==> src/hw/rtl/stip_pkg.sv <==
// Package for the string-to-integer parser: widths, parse phases,
// status codes, register indexes and character constants. No dependencies.
package stip_pkg;

  localparam int VALUE_WIDTH = 64;
  localparam int MAX_LENGTH  = 4096;
  localparam int POS_W       = $clog2(MAX_LENGTH + 1);
  localparam int OUT_VALUE_W = 64;
  localparam int END_W       = 13;
  localparam int BASE_W      = 6;
  localparam int DIGIT_W     = 6;
  localparam int CFG_IDX_W   = 2;
  localparam int CFG_DATA_W  = 6;
  localparam int SUM_W       = VALUE_WIDTH + BASE_W + 1;

  // Register indexes on the configuration port.
  localparam logic [CFG_IDX_W-1:0] CFG_BASE          = 2'd0;
  localparam logic [CFG_IDX_W-1:0] CFG_UNSIGNED_MODE = 2'd1;
  localparam logic [CFG_IDX_W-1:0] CFG_BIN_PREFIX_EN = 2'd2;

  // Result status codes.
  localparam logic [1:0] ST_OK        = 2'd0;
  localparam logic [1:0] ST_NO_DIGITS = 2'd1;
  localparam logic [1:0] ST_OVERFLOW  = 2'd2;
  localparam logic [1:0] ST_BAD_BASE  = 2'd3;

  // Bases that the prefix logic picks.
  localparam logic [BASE_W-1:0] BASE_AUTO = 6'd0;
  localparam logic [BASE_W-1:0] BASE_2    = 6'd2;
  localparam logic [BASE_W-1:0] BASE_8    = 6'd8;
  localparam logic [BASE_W-1:0] BASE_10   = 6'd10;
  localparam logic [BASE_W-1:0] BASE_16   = 6'd16;
  localparam logic [BASE_W-1:0] BASE_MAX  = 6'd36;

  // Characters.
  localparam logic [7:0] CH_NUL   = 8'h00;
  localparam logic [7:0] CH_TAB   = 8'h09;
  localparam logic [7:0] CH_CR    = 8'h0D;
  localparam logic [7:0] CH_SPACE = 8'h20;
  localparam logic [7:0] CH_PLUS  = 8'h2B;
  localparam logic [7:0] CH_MINUS = 8'h2D;
  localparam logic [7:0] CH_ZERO  = 8'h30;
  localparam logic [7:0] CH_NINE  = 8'h39;
  localparam logic [7:0] CH_UA    = 8'h41;
  localparam logic [7:0] CH_UZ    = 8'h5A;
  localparam logic [7:0] CH_LA    = 8'h61;
  localparam logic [7:0] CH_LZ    = 8'h7A;
  localparam logic [7:0] CH_UX    = 8'h58;
  localparam logic [7:0] CH_LX    = 8'h78;
  localparam logic [7:0] CH_UB    = 8'h42;
  localparam logic [7:0] CH_LB    = 8'h62;
  localparam logic [7:0] UPPER_OFS = 8'd55;
  localparam logic [7:0] LOWER_OFS = 8'd87;

  typedef enum logic [6:0] {
    PH_WS     = 7'b0000001,
    PH_SIGN   = 7'b0000010,
    PH_ZERO   = 7'b0000100,
    PH_PREFIX = 7'b0001000,
    PH_DIGITS = 7'b0010000,
    PH_DONE   = 7'b0100000,
    PH_BAD    = 7'b1000000
  } phase_t;

  // Digit step result handed from the multiply-add unit to the control.
  typedef struct packed {
    logic                   digit_ok;  // valid digit below the base
    logic                   fits;      // acc * base + digit stays in range
    logic [VALUE_WIDTH-1:0] sum;
  } mac_res_t;

endpackage

==> src/hw/rtl/stip_mac.sv <==
// Digit decode and multiply-add step of the parser.
// Depends on stip_pkg.
module stip_mac import stip_pkg::*; (
  input  logic [7:0]             character,
  input  logic [BASE_W-1:0]      digit_base,
  input  logic [VALUE_WIDTH-1:0] acc,
  output mac_res_t               res
);

  logic               is_digit;
  logic [DIGIT_W-1:0] digit;
  logic [7:0]         digit_wide;
  logic [SUM_W-1:0]   sum_wide;

  always_comb begin
    is_digit   = 1'b1;
    digit_wide = 8'd0;
    if (character >= CH_ZERO && character <= CH_NINE) begin
      digit_wide = character - CH_ZERO;
    end else if (character >= CH_UA && character <= CH_UZ) begin
      digit_wide = character - UPPER_OFS;
    end else if (character >= CH_LA && character <= CH_LZ) begin
      digit_wide = character - LOWER_OFS;
    end else begin
      is_digit = 1'b0;
    end
    digit = digit_wide[DIGIT_W-1:0];
  end

  // Exact product: overflow iff the wide sum exceeds the value mask.
  assign sum_wide = SUM_W'(acc) * SUM_W'(digit_base) + SUM_W'(digit);

  assign res.digit_ok = is_digit && (digit_base >= BASE_2) &&
                        (DIGIT_W'(digit) < digit_base);
  assign res.fits     = ~|sum_wide[SUM_W-1:VALUE_WIDTH];
  assign res.sum      = sum_wide[VALUE_WIDTH-1:0];

endmodule

==> src/hw/rtl/string_to_integer_parser.sv <==
// A NUL taken into the input register moves its result to out_* via the output register.
// Throughput: one character per cycle, except while a NUL waits on a full output register; the
//   per-character multiply-add by the base (stip_mac) sits between the input and parse state registers.
// Reset (synchronous, rst_n low): parse state cleared, base 0, unsigned_mode 0,
//   binary_prefix_enable 1; input and output stages empty.
// Depends on stip_pkg and stip_mac.
module string_to_integer_parser import stip_pkg::*; (
  input  logic                   clk,
  input  logic                   rst_n,
  input  logic                   in_valid,
  output logic                   in_ready,
  input  logic [7:0]             in_character,
  output logic                   out_valid,
  input  logic                   out_ready,
  output logic [OUT_VALUE_W-1:0] out_value,
  output logic [1:0]             out_status,
  output logic [END_W-1:0]       out_end_position,
  output logic                   out_length_overflow,
  input  logic                   cfg_we,
  input  logic [CFG_IDX_W-1:0]   cfg_index,
  input  logic [CFG_DATA_W-1:0]  cfg_data
);

  // Configuration registers.
  logic [BASE_W-1:0] cfg_base_r;
  logic              cfg_unsigned_r;
  logic              cfg_bin_en_r;

  always_ff @(posedge clk) begin
    if (!rst_n) begin
      cfg_base_r     <= BASE_AUTO;
      cfg_unsigned_r <= 1'b0;
      cfg_bin_en_r   <= 1'b1;
    end else if (cfg_we) begin
      case (cfg_index)
        CFG_BASE:          cfg_base_r     <= cfg_data[BASE_W-1:0];
        CFG_UNSIGNED_MODE: cfg_unsigned_r <= cfg_data[0];
        CFG_BIN_PREFIX_EN: cfg_bin_en_r   <= cfg_data[0];
        default: ;
      endcase
    end
  end

  // Input register stage.
  logic       s1_valid_r;
  logic [7:0] s1_char_r;
  logic       s1_is_nul;
  logic       s1_fire;
  logic       out_valid_r;

  assign s1_is_nul = (s1_char_r == CH_NUL);
  // A NUL waits only while the result register is full and not drained.
  assign s1_fire   = s1_valid_r && (!s1_is_nul || !out_valid_r || out_ready);
  assign in_ready  = !s1_valid_r || s1_fire;

  always_ff @(posedge clk) begin
    if (!rst_n) begin
      s1_valid_r <= 1'b0;
    end else if (in_ready) begin
      s1_valid_r <= in_valid;
    end
  end

  always_ff @(posedge clk) begin
    if (in_ready && in_valid) begin
      s1_char_r <= in_character;
    end
  end

  // Parse state.
  phase_t                 phase_r, phase_nxt;
  logic [VALUE_WIDTH-1:0] acc_r, acc_nxt;
  logic                   neg_r, neg_nxt;
  logic                   ovf_r, ovf_nxt;
  logic [BASE_W-1:0]      base_r, base_nxt;
  logic [POS_W-1:0]       pos_r, pos_nxt;
  logic [POS_W-1:0]       endm_r, endm_nxt;
  logic                   dseen_r, dseen_nxt;
  logic                   len_r, len_nxt;

  // Base in effect: sampled from the register at the first character.
  logic [BASE_W-1:0] base_eff;
  logic              base_bad;
  logic [POS_W-1:0]  pos_inc;

  assign base_eff = (pos_r == '0 && phase_r == PH_WS) ? cfg_base_r : base_r;
  assign base_bad = (base_eff == 6'd1) || (base_eff > BASE_MAX);
  assign pos_inc  = pos_r + POS_W'(1);

  // Decide what this character does before any digit step.
  phase_t            phase_a;
  logic [BASE_W-1:0] base_a;
  logic              neg_a;
  logic              zero_a;   // leading zero taken as a digit
  logic              do_digit;
  logic              in_range;
  logic              is_space;

  assign in_range = (pos_r < POS_W'(MAX_LENGTH));
  assign is_space = (s1_char_r == CH_SPACE) ||
                    (s1_char_r >= CH_TAB && s1_char_r <= CH_CR);

  always_comb begin
    phase_a  = phase_r;
    base_a   = base_eff;
    neg_a    = neg_r;
    zero_a   = 1'b0;
    do_digit = 1'b0;
    case (phase_r)
      PH_WS, PH_SIGN: begin
        if (phase_r == PH_WS && base_bad) begin
          phase_a = PH_BAD;
        end else if (phase_r == PH_WS && is_space) begin
          phase_a = PH_WS;
        end else if (phase_r == PH_WS && s1_char_r == CH_MINUS) begin
          neg_a   = 1'b1;
          phase_a = PH_SIGN;
        end else if (phase_r == PH_WS && s1_char_r == CH_PLUS) begin
          phase_a = PH_SIGN;
        end else if (s1_char_r == CH_ZERO && (base_eff == BASE_AUTO ||
                     base_eff == BASE_16 || base_eff == BASE_2)) begin
          zero_a  = 1'b1;
          phase_a = PH_ZERO;
        end else begin
          if (base_eff == BASE_AUTO) begin
            base_a = BASE_10;
          end
          do_digit = 1'b1;
        end
      end
      PH_ZERO: begin
        if ((s1_char_r == CH_LX || s1_char_r == CH_UX) &&
            (base_eff == BASE_AUTO || base_eff == BASE_16)) begin
          base_a  = BASE_16;
          phase_a = PH_PREFIX;
        end else if ((s1_char_r == CH_LB || s1_char_r == CH_UB) && cfg_bin_en_r &&
                     (base_eff == BASE_AUTO || base_eff == BASE_2)) begin
          base_a  = BASE_2;
          phase_a = PH_PREFIX;
        end else begin
          if (base_eff == BASE_AUTO) begin
            base_a = BASE_8;
          end
          do_digit = 1'b1;
        end
      end
      PH_PREFIX, PH_DIGITS: begin
        do_digit = 1'b1;
      end
      default: ;
    endcase
  end

  mac_res_t mac;

  stip_mac u_mac (
    .character  (s1_char_r),
    .digit_base (base_a),
    .acc        (acc_r),
    .res        (mac)
  );

  // Next state: clear on NUL, hold past the length limit, else advance.
  always_comb begin
    phase_nxt = phase_r;
    acc_nxt   = acc_r;
    neg_nxt   = neg_r;
    ovf_nxt   = ovf_r;
    base_nxt  = base_eff;
    pos_nxt   = pos_r;
    endm_nxt  = endm_r;
    dseen_nxt = dseen_r;
    len_nxt   = len_r;
    if (s1_is_nul) begin
      phase_nxt = PH_WS;
      acc_nxt   = '0;
      neg_nxt   = 1'b0;
      ovf_nxt   = 1'b0;
      base_nxt  = BASE_AUTO;
      pos_nxt   = '0;
      endm_nxt  = '0;
      dseen_nxt = 1'b0;
      len_nxt   = 1'b0;
    end else if (!in_range) begin
      len_nxt = 1'b1;
    end else begin
      pos_nxt   = pos_inc;
      phase_nxt = phase_a;
      base_nxt  = base_a;
      neg_nxt   = neg_a;
      if (zero_a) begin
        dseen_nxt = 1'b1;
        endm_nxt  = pos_inc;
        acc_nxt   = '0;
      end
      if (do_digit) begin
        if (!mac.digit_ok) begin
          phase_nxt = PH_DONE;
        end else begin
          phase_nxt = PH_DIGITS;
          dseen_nxt = 1'b1;
          endm_nxt  = pos_inc;
          // Once saturated, keep consuming the run without accumulating.
          if (!ovf_r) begin
            if (mac.fits) begin
              acc_nxt = mac.sum;
            end else begin
              ovf_nxt = 1'b1;
            end
          end
        end
      end
    end
  end

  always_ff @(posedge clk) begin
    if (!rst_n) begin
      phase_r <= PH_WS;
      acc_r   <= '0;
      neg_r   <= 1'b0;
      ovf_r   <= 1'b0;
      base_r  <= BASE_AUTO;
      pos_r   <= '0;
      endm_r  <= '0;
      dseen_r <= 1'b0;
      len_r   <= 1'b0;
    end else if (s1_fire) begin
      phase_r <= phase_nxt;
      acc_r   <= acc_nxt;
      neg_r   <= neg_nxt;
      ovf_r   <= ovf_nxt;
      base_r  <= base_nxt;
      pos_r   <= pos_nxt;
      endm_r  <= endm_nxt;
      dseen_r <= dseen_nxt;
      len_r   <= len_nxt;
    end
  end

  // Result formatting at the NUL: saturate by mode and sign.
  localparam logic [VALUE_WIDTH-1:0] VAL_MASK = '1;
  localparam logic [VALUE_WIDTH-1:0] SMAX = {1'b0, {(VALUE_WIDTH-1){1'b1}}};
  localparam logic [VALUE_WIDTH-1:0] SMIN = {1'b1, {(VALUE_WIDTH-1){1'b0}}};

  logic [VALUE_WIDTH-1:0] acc_neg;
  logic [VALUE_WIDTH-1:0] val_res;
  logic [1:0]             status_res;
  logic [END_W-1:0]       endp_res;
  logic                   sat;

  assign acc_neg = VAL_MASK & (~acc_r + VALUE_WIDTH'(1));

  always_comb begin
    val_res    = '0;
    endp_res   = '0;
    status_res = ST_OK;
    sat        = ovf_r;
    if (phase_r == PH_BAD || (phase_r == PH_WS && base_bad)) begin
      status_res = ST_BAD_BASE;
    end else if (!dseen_r) begin
      status_res = ST_NO_DIGITS;
    end else begin
      endp_res = END_W'(endm_r);
      if (cfg_unsigned_r) begin
        val_res = ovf_r ? VAL_MASK : (neg_r ? acc_neg : acc_r);
      end else begin
        if (!ovf_r) begin
          sat = neg_r ? (acc_r[VALUE_WIDTH-1] && |acc_r[VALUE_WIDTH-2:0])
                      : acc_r[VALUE_WIDTH-1];
        end
        if (sat) begin
          val_res = neg_r ? SMIN : SMAX;
        end else begin
          val_res = neg_r ? acc_neg : acc_r;
        end
      end
      status_res = sat ? ST_OVERFLOW : ST_OK;
    end
  end

  // Output register: load on a NUL transfer out of the input stage.
  logic                   out_load;
  logic [VALUE_WIDTH-1:0] out_value_r;
  logic [1:0]             out_status_r;
  logic [END_W-1:0]       out_endp_r;
  logic                   out_len_r;

  assign out_load = s1_fire && s1_is_nul;

  always_ff @(posedge clk) begin
    if (!rst_n) begin
      out_valid_r <= 1'b0;
    end else if (out_load) begin
      out_valid_r <= 1'b1;
    end else if (out_ready) begin
      out_valid_r <= 1'b0;
    end
  end

  always_ff @(posedge clk) begin
    if (out_load) begin
      out_value_r  <= val_res;
      out_status_r <= status_res;
      out_endp_r   <= endp_res;
      out_len_r    <= len_r;
    end
  end

  assign out_valid           = out_valid_r;
  assign out_value           = OUT_VALUE_W'(out_value_r);
  assign out_status          = out_status_r;
  assign out_end_position    = out_endp_r;
  assign out_length_overflow = out_len_r;

endmodule

==> config.mk <==
export PLATFORM = sky130hd
export DESIGN_NAME = string_to_integer_parser
export DESIGN_NICKNAME = d
export VERILOG_FILES = /design/src/hw/rtl/stip_pkg.sv /design/src/hw/rtl/stip_mac.sv /design/src/hw/rtl/string_to_integer_parser.sv
export SDC_FILE = /design/constraint.sdc
export NUM_CORES = 2
export LEC_CHECK = 0
export ABC_AREA = 0
export BUFFER_PORTS_ARGS = -buffer_cell sky130_fd_sc_hd__buf_4
export CAP_MARGIN = 25
export CORE_ASPECT_RATIO = 1.75
export CORE_MARGIN = 2
export CORE_UTILIZATION = 55
export CTS_CLUSTER_SIZE = 16
export DETAILED_ROUTE_END_ITERATION = 10
export PLACE_DENSITY = 0.78
export RECOVER_POWER = 100
export SYNTH_ARGS = -nofsm -noshare
export SYNTH_HDL_FRONTEND = slang
export SYNTH_SLANG_ARGS = --single-unit
==> constraint.sdc <==
create_clock -name clk -period 9.3 [get_ports clk]
set_input_delay 0 -clock clk [delete_from_list [all_inputs] [get_ports clk]]
set_output_delay 0 -clock clk [all_outputs]
set_load 0.1 [all_outputs]
* After elaboration in Yosys (flattened, before gate mapping)
Cells that the tools add are included.
Storage, ports and cells: memories kept 0, input bits 21, output and inout bits 82, ROM bits 0, logic and storage cells 217, RAM bits 0, latch bits 0, flip-flop bits (word level) 205
Cells by class: shift operators 0, bitwise logic cells 2, multiply operators 1, order comparisons 12, $add $sub $neg 6, divide/modulo/power cells 0, reduce and logical (&&, ||, !) cells 57, mux-type cells 95, eq/ne operators 24
Operator list (number):
- $mux 64 | 12
- $mux 6 | 16
- $mux 13 | 7
- $add 70x6->71 | 1
- $mul 64x6->70 | 1
- $mux 7 | 10
- $add 64x1->64 const B | 1
- $not 64->64 | 1
- $reduce_or 63->1 | 1
- $mux 1 | 45
- $eq 8x6->1 const B | 4
- $eq 8x7->1 const B | 4
- $logic_and 1x1->1 | 19
- $ge 8x7->1 const B | 2
- $le 8x7->1 const B | 2
- $pmux 7 s2 | 1
- $add 13x1->13 const B | 1
- $logic_not 13->1 | 1
- $lt 13x13->1 const B | 1
- $pmux 6 s2 | 1
- $reduce_bool 2->1 | 6
- $sub 6x6->6 const B | 2
- $logic_or 1x1->1 | 11
- $reduce_and 2->1 | 5
- other kinds (35) | 42

* Depth between registers and ports, before layout
depth after elaboration 22, mapped depth 31, gate-level depth less buffers 29

* Cells and area by module
A second synthesis with hierarchy kept.
Second synthesis, totals: cell total of the unflattened synthesis 2667, area total of the unflattened synthesis 23501.3 µm²
Modules (own cells, without submodules):
- stip_mac | sequential area each 0.0 µm², area each 13731.9 µm², cells an instance 1693, times used 1
- string_to_integer_parser | sequential area each 4984.8 µm², area each 9769.4 µm², cells an instance 974, times used 1

* Worst setup path after synthesis
No wires, ideal clock.
kind reg-to-reg, from register pos_r[0], to register acc_r[60], setup time 0.134 ns, arrival time 7.535 ns, required time 9.166 ns, buffers on the path 4, setup slack 1.631 ns, cell stages (with the launch flop) 31, clock period less this slack 7.669 ns, cells stage by stage dfxtp_1 inv_1 ha_1 nor4b_1 nand3_1 nor2_4 buf_2 mux2i_1 clkbuf_1 buf_1 nor2_1 fa_1 inv_1 fa_1 inv_1 fa_1 inv_1 fa_1 inv_1 ha_1 a21oi_1 nand2b_1 nand4bb_1 a31o_2 a31oi_1 nor4_1 or3_1 a211o_1 o41ai_4 buf_6 o22ai_2
On the way: cells in the longest elaborated chain, start to end 22, elaborated cells on any way between the ends 57, those cells by class add/sub: 1; mul: 1; order compare: 4; eq/ne: 3; mux: 32; reduce/logical: 16
RTL lines:
- start, declared | RTL line string_to_integer_parser.sv:76 | logic [POS_W-1:0] pos_r, pos_nxt;
- start signal, assigned | RTL line string_to_integer_parser.sv:233 | pos_r <= pos_nxt;
- $logic_not 13->1 | RTL line string_to_integer_parser.sv:86 | assign base_eff = (pos_r == '0 && phase_r == PH_WS) ? cfg_base_r : base_r;
- $logic_and 1x1->1 | RTL line string_to_integer_parser.sv:86
- $mux 6 | RTL line string_to_integer_parser.sv:86
- $eq 6x5->1 / $logic_not 6->1 (equally long branches)
- $logic_or 1x1->1 | RTL line string_to_integer_parser.sv:120, string_to_integer_parser.sv:133
- $logic_or 1x1->1 | RTL line string_to_integer_parser.sv:121 | base_eff == BASE_16 || base_eff == BASE_2)) begin
- $logic_and 1x1->1 | RTL line string_to_integer_parser.sv:120 | end else if (s1_char_r == CH_ZERO && (base_eff == BASE_AUTO ||
- $mux 6 | RTL line string_to_integer_parser.sv:120
- [6 not listed]
- $add 70x6->71 | RTL line stip_mac.sv:31 | assign sum_wide = SUM_W'(acc) * SUM_W'(digit_base) + SUM_W'(digit);
- $reduce_or 7->1 | RTL line stip_mac.sv:35 | assign res.fits = ~|sum_wide[SUM_W-1:VALUE_WIDTH];
- $mux 64 | RTL line string_to_integer_parser.sv:205 | if (mac.fits) begin
- $mux 64 | RTL line string_to_integer_parser.sv:204 | if (!ovf_r) begin
- $mux 64 | RTL line string_to_integer_parser.sv:197 | if (!mac.digit_ok) begin
- $mux 64 | RTL line string_to_integer_parser.sv:196 | if (do_digit) begin
- $mux 64 | RTL line string_to_integer_parser.sv:184 | end else if (!in_range) begin
- $mux 64 | RTL line string_to_integer_parser.sv:174 | if (s1_is_nul) begin
- end signal, assigned | RTL line string_to_integer_parser.sv:229 | acc_r <= acc_nxt;
- end, declared | RTL line string_to_integer_parser.sv:72 | logic [VALUE_WIDTH-1:0] acc_r, acc_nxt;
Parallel ways exist; a longest one is shown, timed or not. The select of a mux whose other input is x is not followed. A chain may end at the register's enable or synchronous reset.

* Worst setup path after layout
from register pos_r[0], to register acc_r[33]
Same word-level chain as after synthesis.

==> impl_summary.md <==
Cells and area
The number of fill cells is 3744. The total area of sequential cells is 4990 µm². The area of combinational cells with multiple inputs is 16600 µm². The relative area change from synthesis to final layout is 6.55%. The ratio of cells with drive above 1 in the final layout is 5.45%. The net count of the finished layout is 3067. Once layout is done, the placed cells without fillers occupy 24800 µm². The most common cell after layout, fill and taps aside is nor2_1.

The number of antenna diodes in the final layout is 0. In the layout the commonest cells are 448 x nor2_1, 252 x fa_1, 166 x ha_1.

Logic synthesis
The total standard cell area after synthesis is 23300 µm². The number of nets in the synthesized netlist is 3007. The synthesized design contains 88 enable-type register cells. During synthesis, Yosys emitted a total of 0 warnings.

The fraction of the yosys area taken by sequential cells is 21.4%. The async set or reset register ratio after synthesis is 0%. Synthesis produced 2568 cells. The average size of a mapped cell is 9.06 µm². In this run, synthesis produced a sequential element count of 205. In the synthesized netlist the dominant register cell turns out to be dfxtp_1. The number of distinct standard cells referenced by the synthesized netlist is 103.

Clocking
The number of buffers added for setup after CTS is 0. TritonCTS built the clock tree. In this run, post-CTS repair resized a total of 0 instances. The source-to-sink clock delay at the later pin of the worst-skew pair is 0.56 ns.

The clock-pin transition on the worst setup and hold timing paths is 0.06 ns. The cell at the root of the clock tree is clkbuf_16. The number of clock sinks is 205. The number of buffers on the longest clock path is 3.

Buffers inserted to repair hold after CTS numbered 32. The number of buffers added by the clock tree synthesis step is 23. The depth of the CTS H-tree is 1.

Outcome
The final reports fail on capacitance limit, slew limit. The run finished, with violations left.

Timing
The maximum clock frequency is 115 MHz. The clock arrives with 0.0240 ns of skew. Setup total negative slack on the finished layout was measured at 0 ns.

Setup violations remaining at the end of the flow were counted as 0. The remaining max-slew budget at the tightest pin is -167%. On the final layout, the worst hold slack is 0.183 ns. The final critical-path setup slack is 0.626 ns.

The clock period could shrink to 8.67 ns. The final count of pins violating max slew is 143. The slew of the pin with the lowest slew margin is 4.01 ns.

Setup repair after global routing left no endpoint under its margin. The count of final hold-check violations is 0. The final critical path takes up 93.3% of the cycle.

Floorplan
The die footprint is 44000 µm². The initial standard-cell utilization of the core is 55.7%. The number of placement rows is 99. The width of the die is 159 µm.

Pin placement for this block handled 103 I/O pins. Measured along the y axis, the die boundary spans 276 µm. In this run the standard cell core region covers 41700 µm².

Setup path
For the worst setup path, the data arrival time is 9.09 ns. The critical path contains buffers and inverters numbering 4 combined. The source of the critical timing path is pos_r[0]. The minimum setup slack among reg-to-reg paths is 0.63 ns. At the worst endpoint, the required time is 9.72 ns. The largest fanout of any net on the critical path is 42. The family with the most delay on the worst path is compound AO/OA/AOI/OAI gates. The critical-path cell with the highest stage delay is fa_1. The biggest cell delay along the critical path is 0.57 ns. For the worst flop-to-flop path, the logic depth is 27. STA classifies the critical path endpoint as a flip-flop.

The start of the worst register-to-register path is pos_r[0]. The total number of cells along the worst setup path is 27. The type of origin of the critical path is a flip-flop. The critical path is of the flip-flop to flip-flop type. In this run the worst setup path terminates at acc_r[33]. The endpoint of the most critical register-to-register path is acc_r[33].

Placement
The total half-perimeter wirelength after legalization and detailed placement is 54500 µm. Buffers placed on the I/O ports in this run total 102. The pre-CTS worst setup slack is 0.666 ns. The total placed instance area is 24400 µm². The final weighted congestion in routability-driven placement is 0.980.

Power
Summing internal, switching and leakage power gives 2.34 mW. The maximum VDD drop is 114 µV. The static leakage is 10.6 nW. In this run the power density over the cells is 94.2 nW/µm².

Drt
The first-pass iteration count of the detailed router is 8. In the routed layout, each cell is associated on average with a via count of 6.35. Detailed routing inserted a total of 20308 vias. The post-route DRC violation count is 0.

The remaining number of nets flagged by the antenna check after routing is 0. The detailed-route wire length is 71800 µm. In the final routed layout, each cell accounts on average for 22.4 µm. After the first detailed-routing iteration, the DRC count stood at 1716.

Flow run
The tool flagged a number of max-cap violations equal to 4.

Global routing
The first-pass GRT wire length is 115000 µm. The maximum number of pins on one net before global-route repair is 71. The via count of the first global-routing pass was 21444. The number of antenna violations at the first check in global routing is 1. Across every metal layer, demand over resource in global routing totals 32.6%. Global routing finished with a remaining overflow of 0.

Hold path
In this run the worst hold path is classified as primary input to flip-flop.
## worst min-delay path by stage
| stage | start | endpoint | depth (start not counted) |
|---|---|---|---|
| floorplan | in_character[0] | s1_char_r[0] | 0 |
| global placement | in_character[3] | s1_char_r[3] | 1 |
| detailed placement | in_character[2] | s1_char_r[2] | 1 |
| CTS | in_character[2] | s1_char_r[2] | 2 |
| global route | in_character[2] | s1_char_r[2] | 2 |
| finish | in_character[2] | s1_char_r[2] | 2 |
## through the flow
stage / std cells / util, %
final: 3199 / 59.4
after global routing: 3199 / 59.4
after CTS: 3198 / 61.1
after detailed placement: 3125 / 58.4
after global placement: 3125 / 58.4
after floorplan: 2568 / -
## state kept, by name (all words and copies together) (netlist names)
register	flops
out_value	64
cfg_unsigned_r	1
dseen_r	1
cfg_bin_en_r	1
out_end_position	13
endm_r	13
acc_r	64
s1_valid_r	1
cfg_base_r	6
s1_char_r	8
neg_r	1
out_valid	1
len_r	1
out_status	2
pos_r	13
out_length_overflow	1
ovf_r	1
base_r	6
phase_r	7
## worst reg2reg max path, delay by kind of cell, from the launching register on
| kind | cells | cell delay, ns |
|---|---|---|
| fa+ha+maj | 6 | 2.36 |
| mux | 1 | 0.35 |
| flops | 1 | 0.35 |
| simple gates | 5 | 1.58 |
| buf+inv | 4 | 0.96 |
| compound gates | 11 | 2.95 |
## synthesized netlist by cell type, types with 20 or more instances
library cell | instances | share of area [%]
xor2_1 | 36 | 1.4
o31ai_1 | 27 | 0.87
nand3_1 | 42 | 0.90
nand2_1 | 147 | 2.4
edfxtp_1 | 88 | 11
and3_1 | 20 | 0.54
nor2b_1 | 30 | 0.81
inv_1 | 88 | 1.4
o22ai_2 | 60 | 3.2
o21ai_0 | 138 | 3.0
dfxtp_1 | 117 | 10
xnor2_1 | 102 | 3.8
clkbuf_1 | 83 | 1.3
nor2_1 | 448 | 7.2
clkinv_1 | 61 | 0.98
nand4_1 | 42 | 1.1
fa_1 | 252 | 22
a21oi_1 | 162 | 3.5
and2_1 | 30 | 0.81
o21a_1 | 20 | 0.65
buf_6 | 25 | 1.2
nor3_1 | 32 | 0.69
ha_1 | 166 | 8.9
## cell type report
type,instances,share of cell area (%)
clock buffers,27,2.46
clock inverters,14,0.752
inverters,150,2.27
multi-input cells,2070,67.0
flip-flops and latches,205,20.1
well taps,555,2.80
repair buffers,178,4.57
## logic make-up after synthesis
family / Yosys count / share of synthesized area [%]
mux: 24 / 1.06
xor+xnor: 138 / 5.19
simple gates: 902 / 18.2
fa+ha+maj: 418 / 30.6
buf+inv: 293 / 5.84
compound gates: 588 / 17.7
flops: 205 / 21.4
## power breakdown
group / internal [mW] / switching [mW]
clock network: 0.583 / 0.422
logic: 0.115 / 0.262
registers: 0.940 / 0.0155
total: 1.64 / 0.699
## per-layer routing
layer / global-route usage, % / wire length, µm / vias up
li1: - / - / 9086
met1: 35.9 / 25400 / 9920
met2: 58.2 / 36200 / 969
met3: 3.98 / 4510 / 333
met4: 22.5 / 5680 / 0
met5: 0 / 0 / -
(Power assumes the default switching activity.)
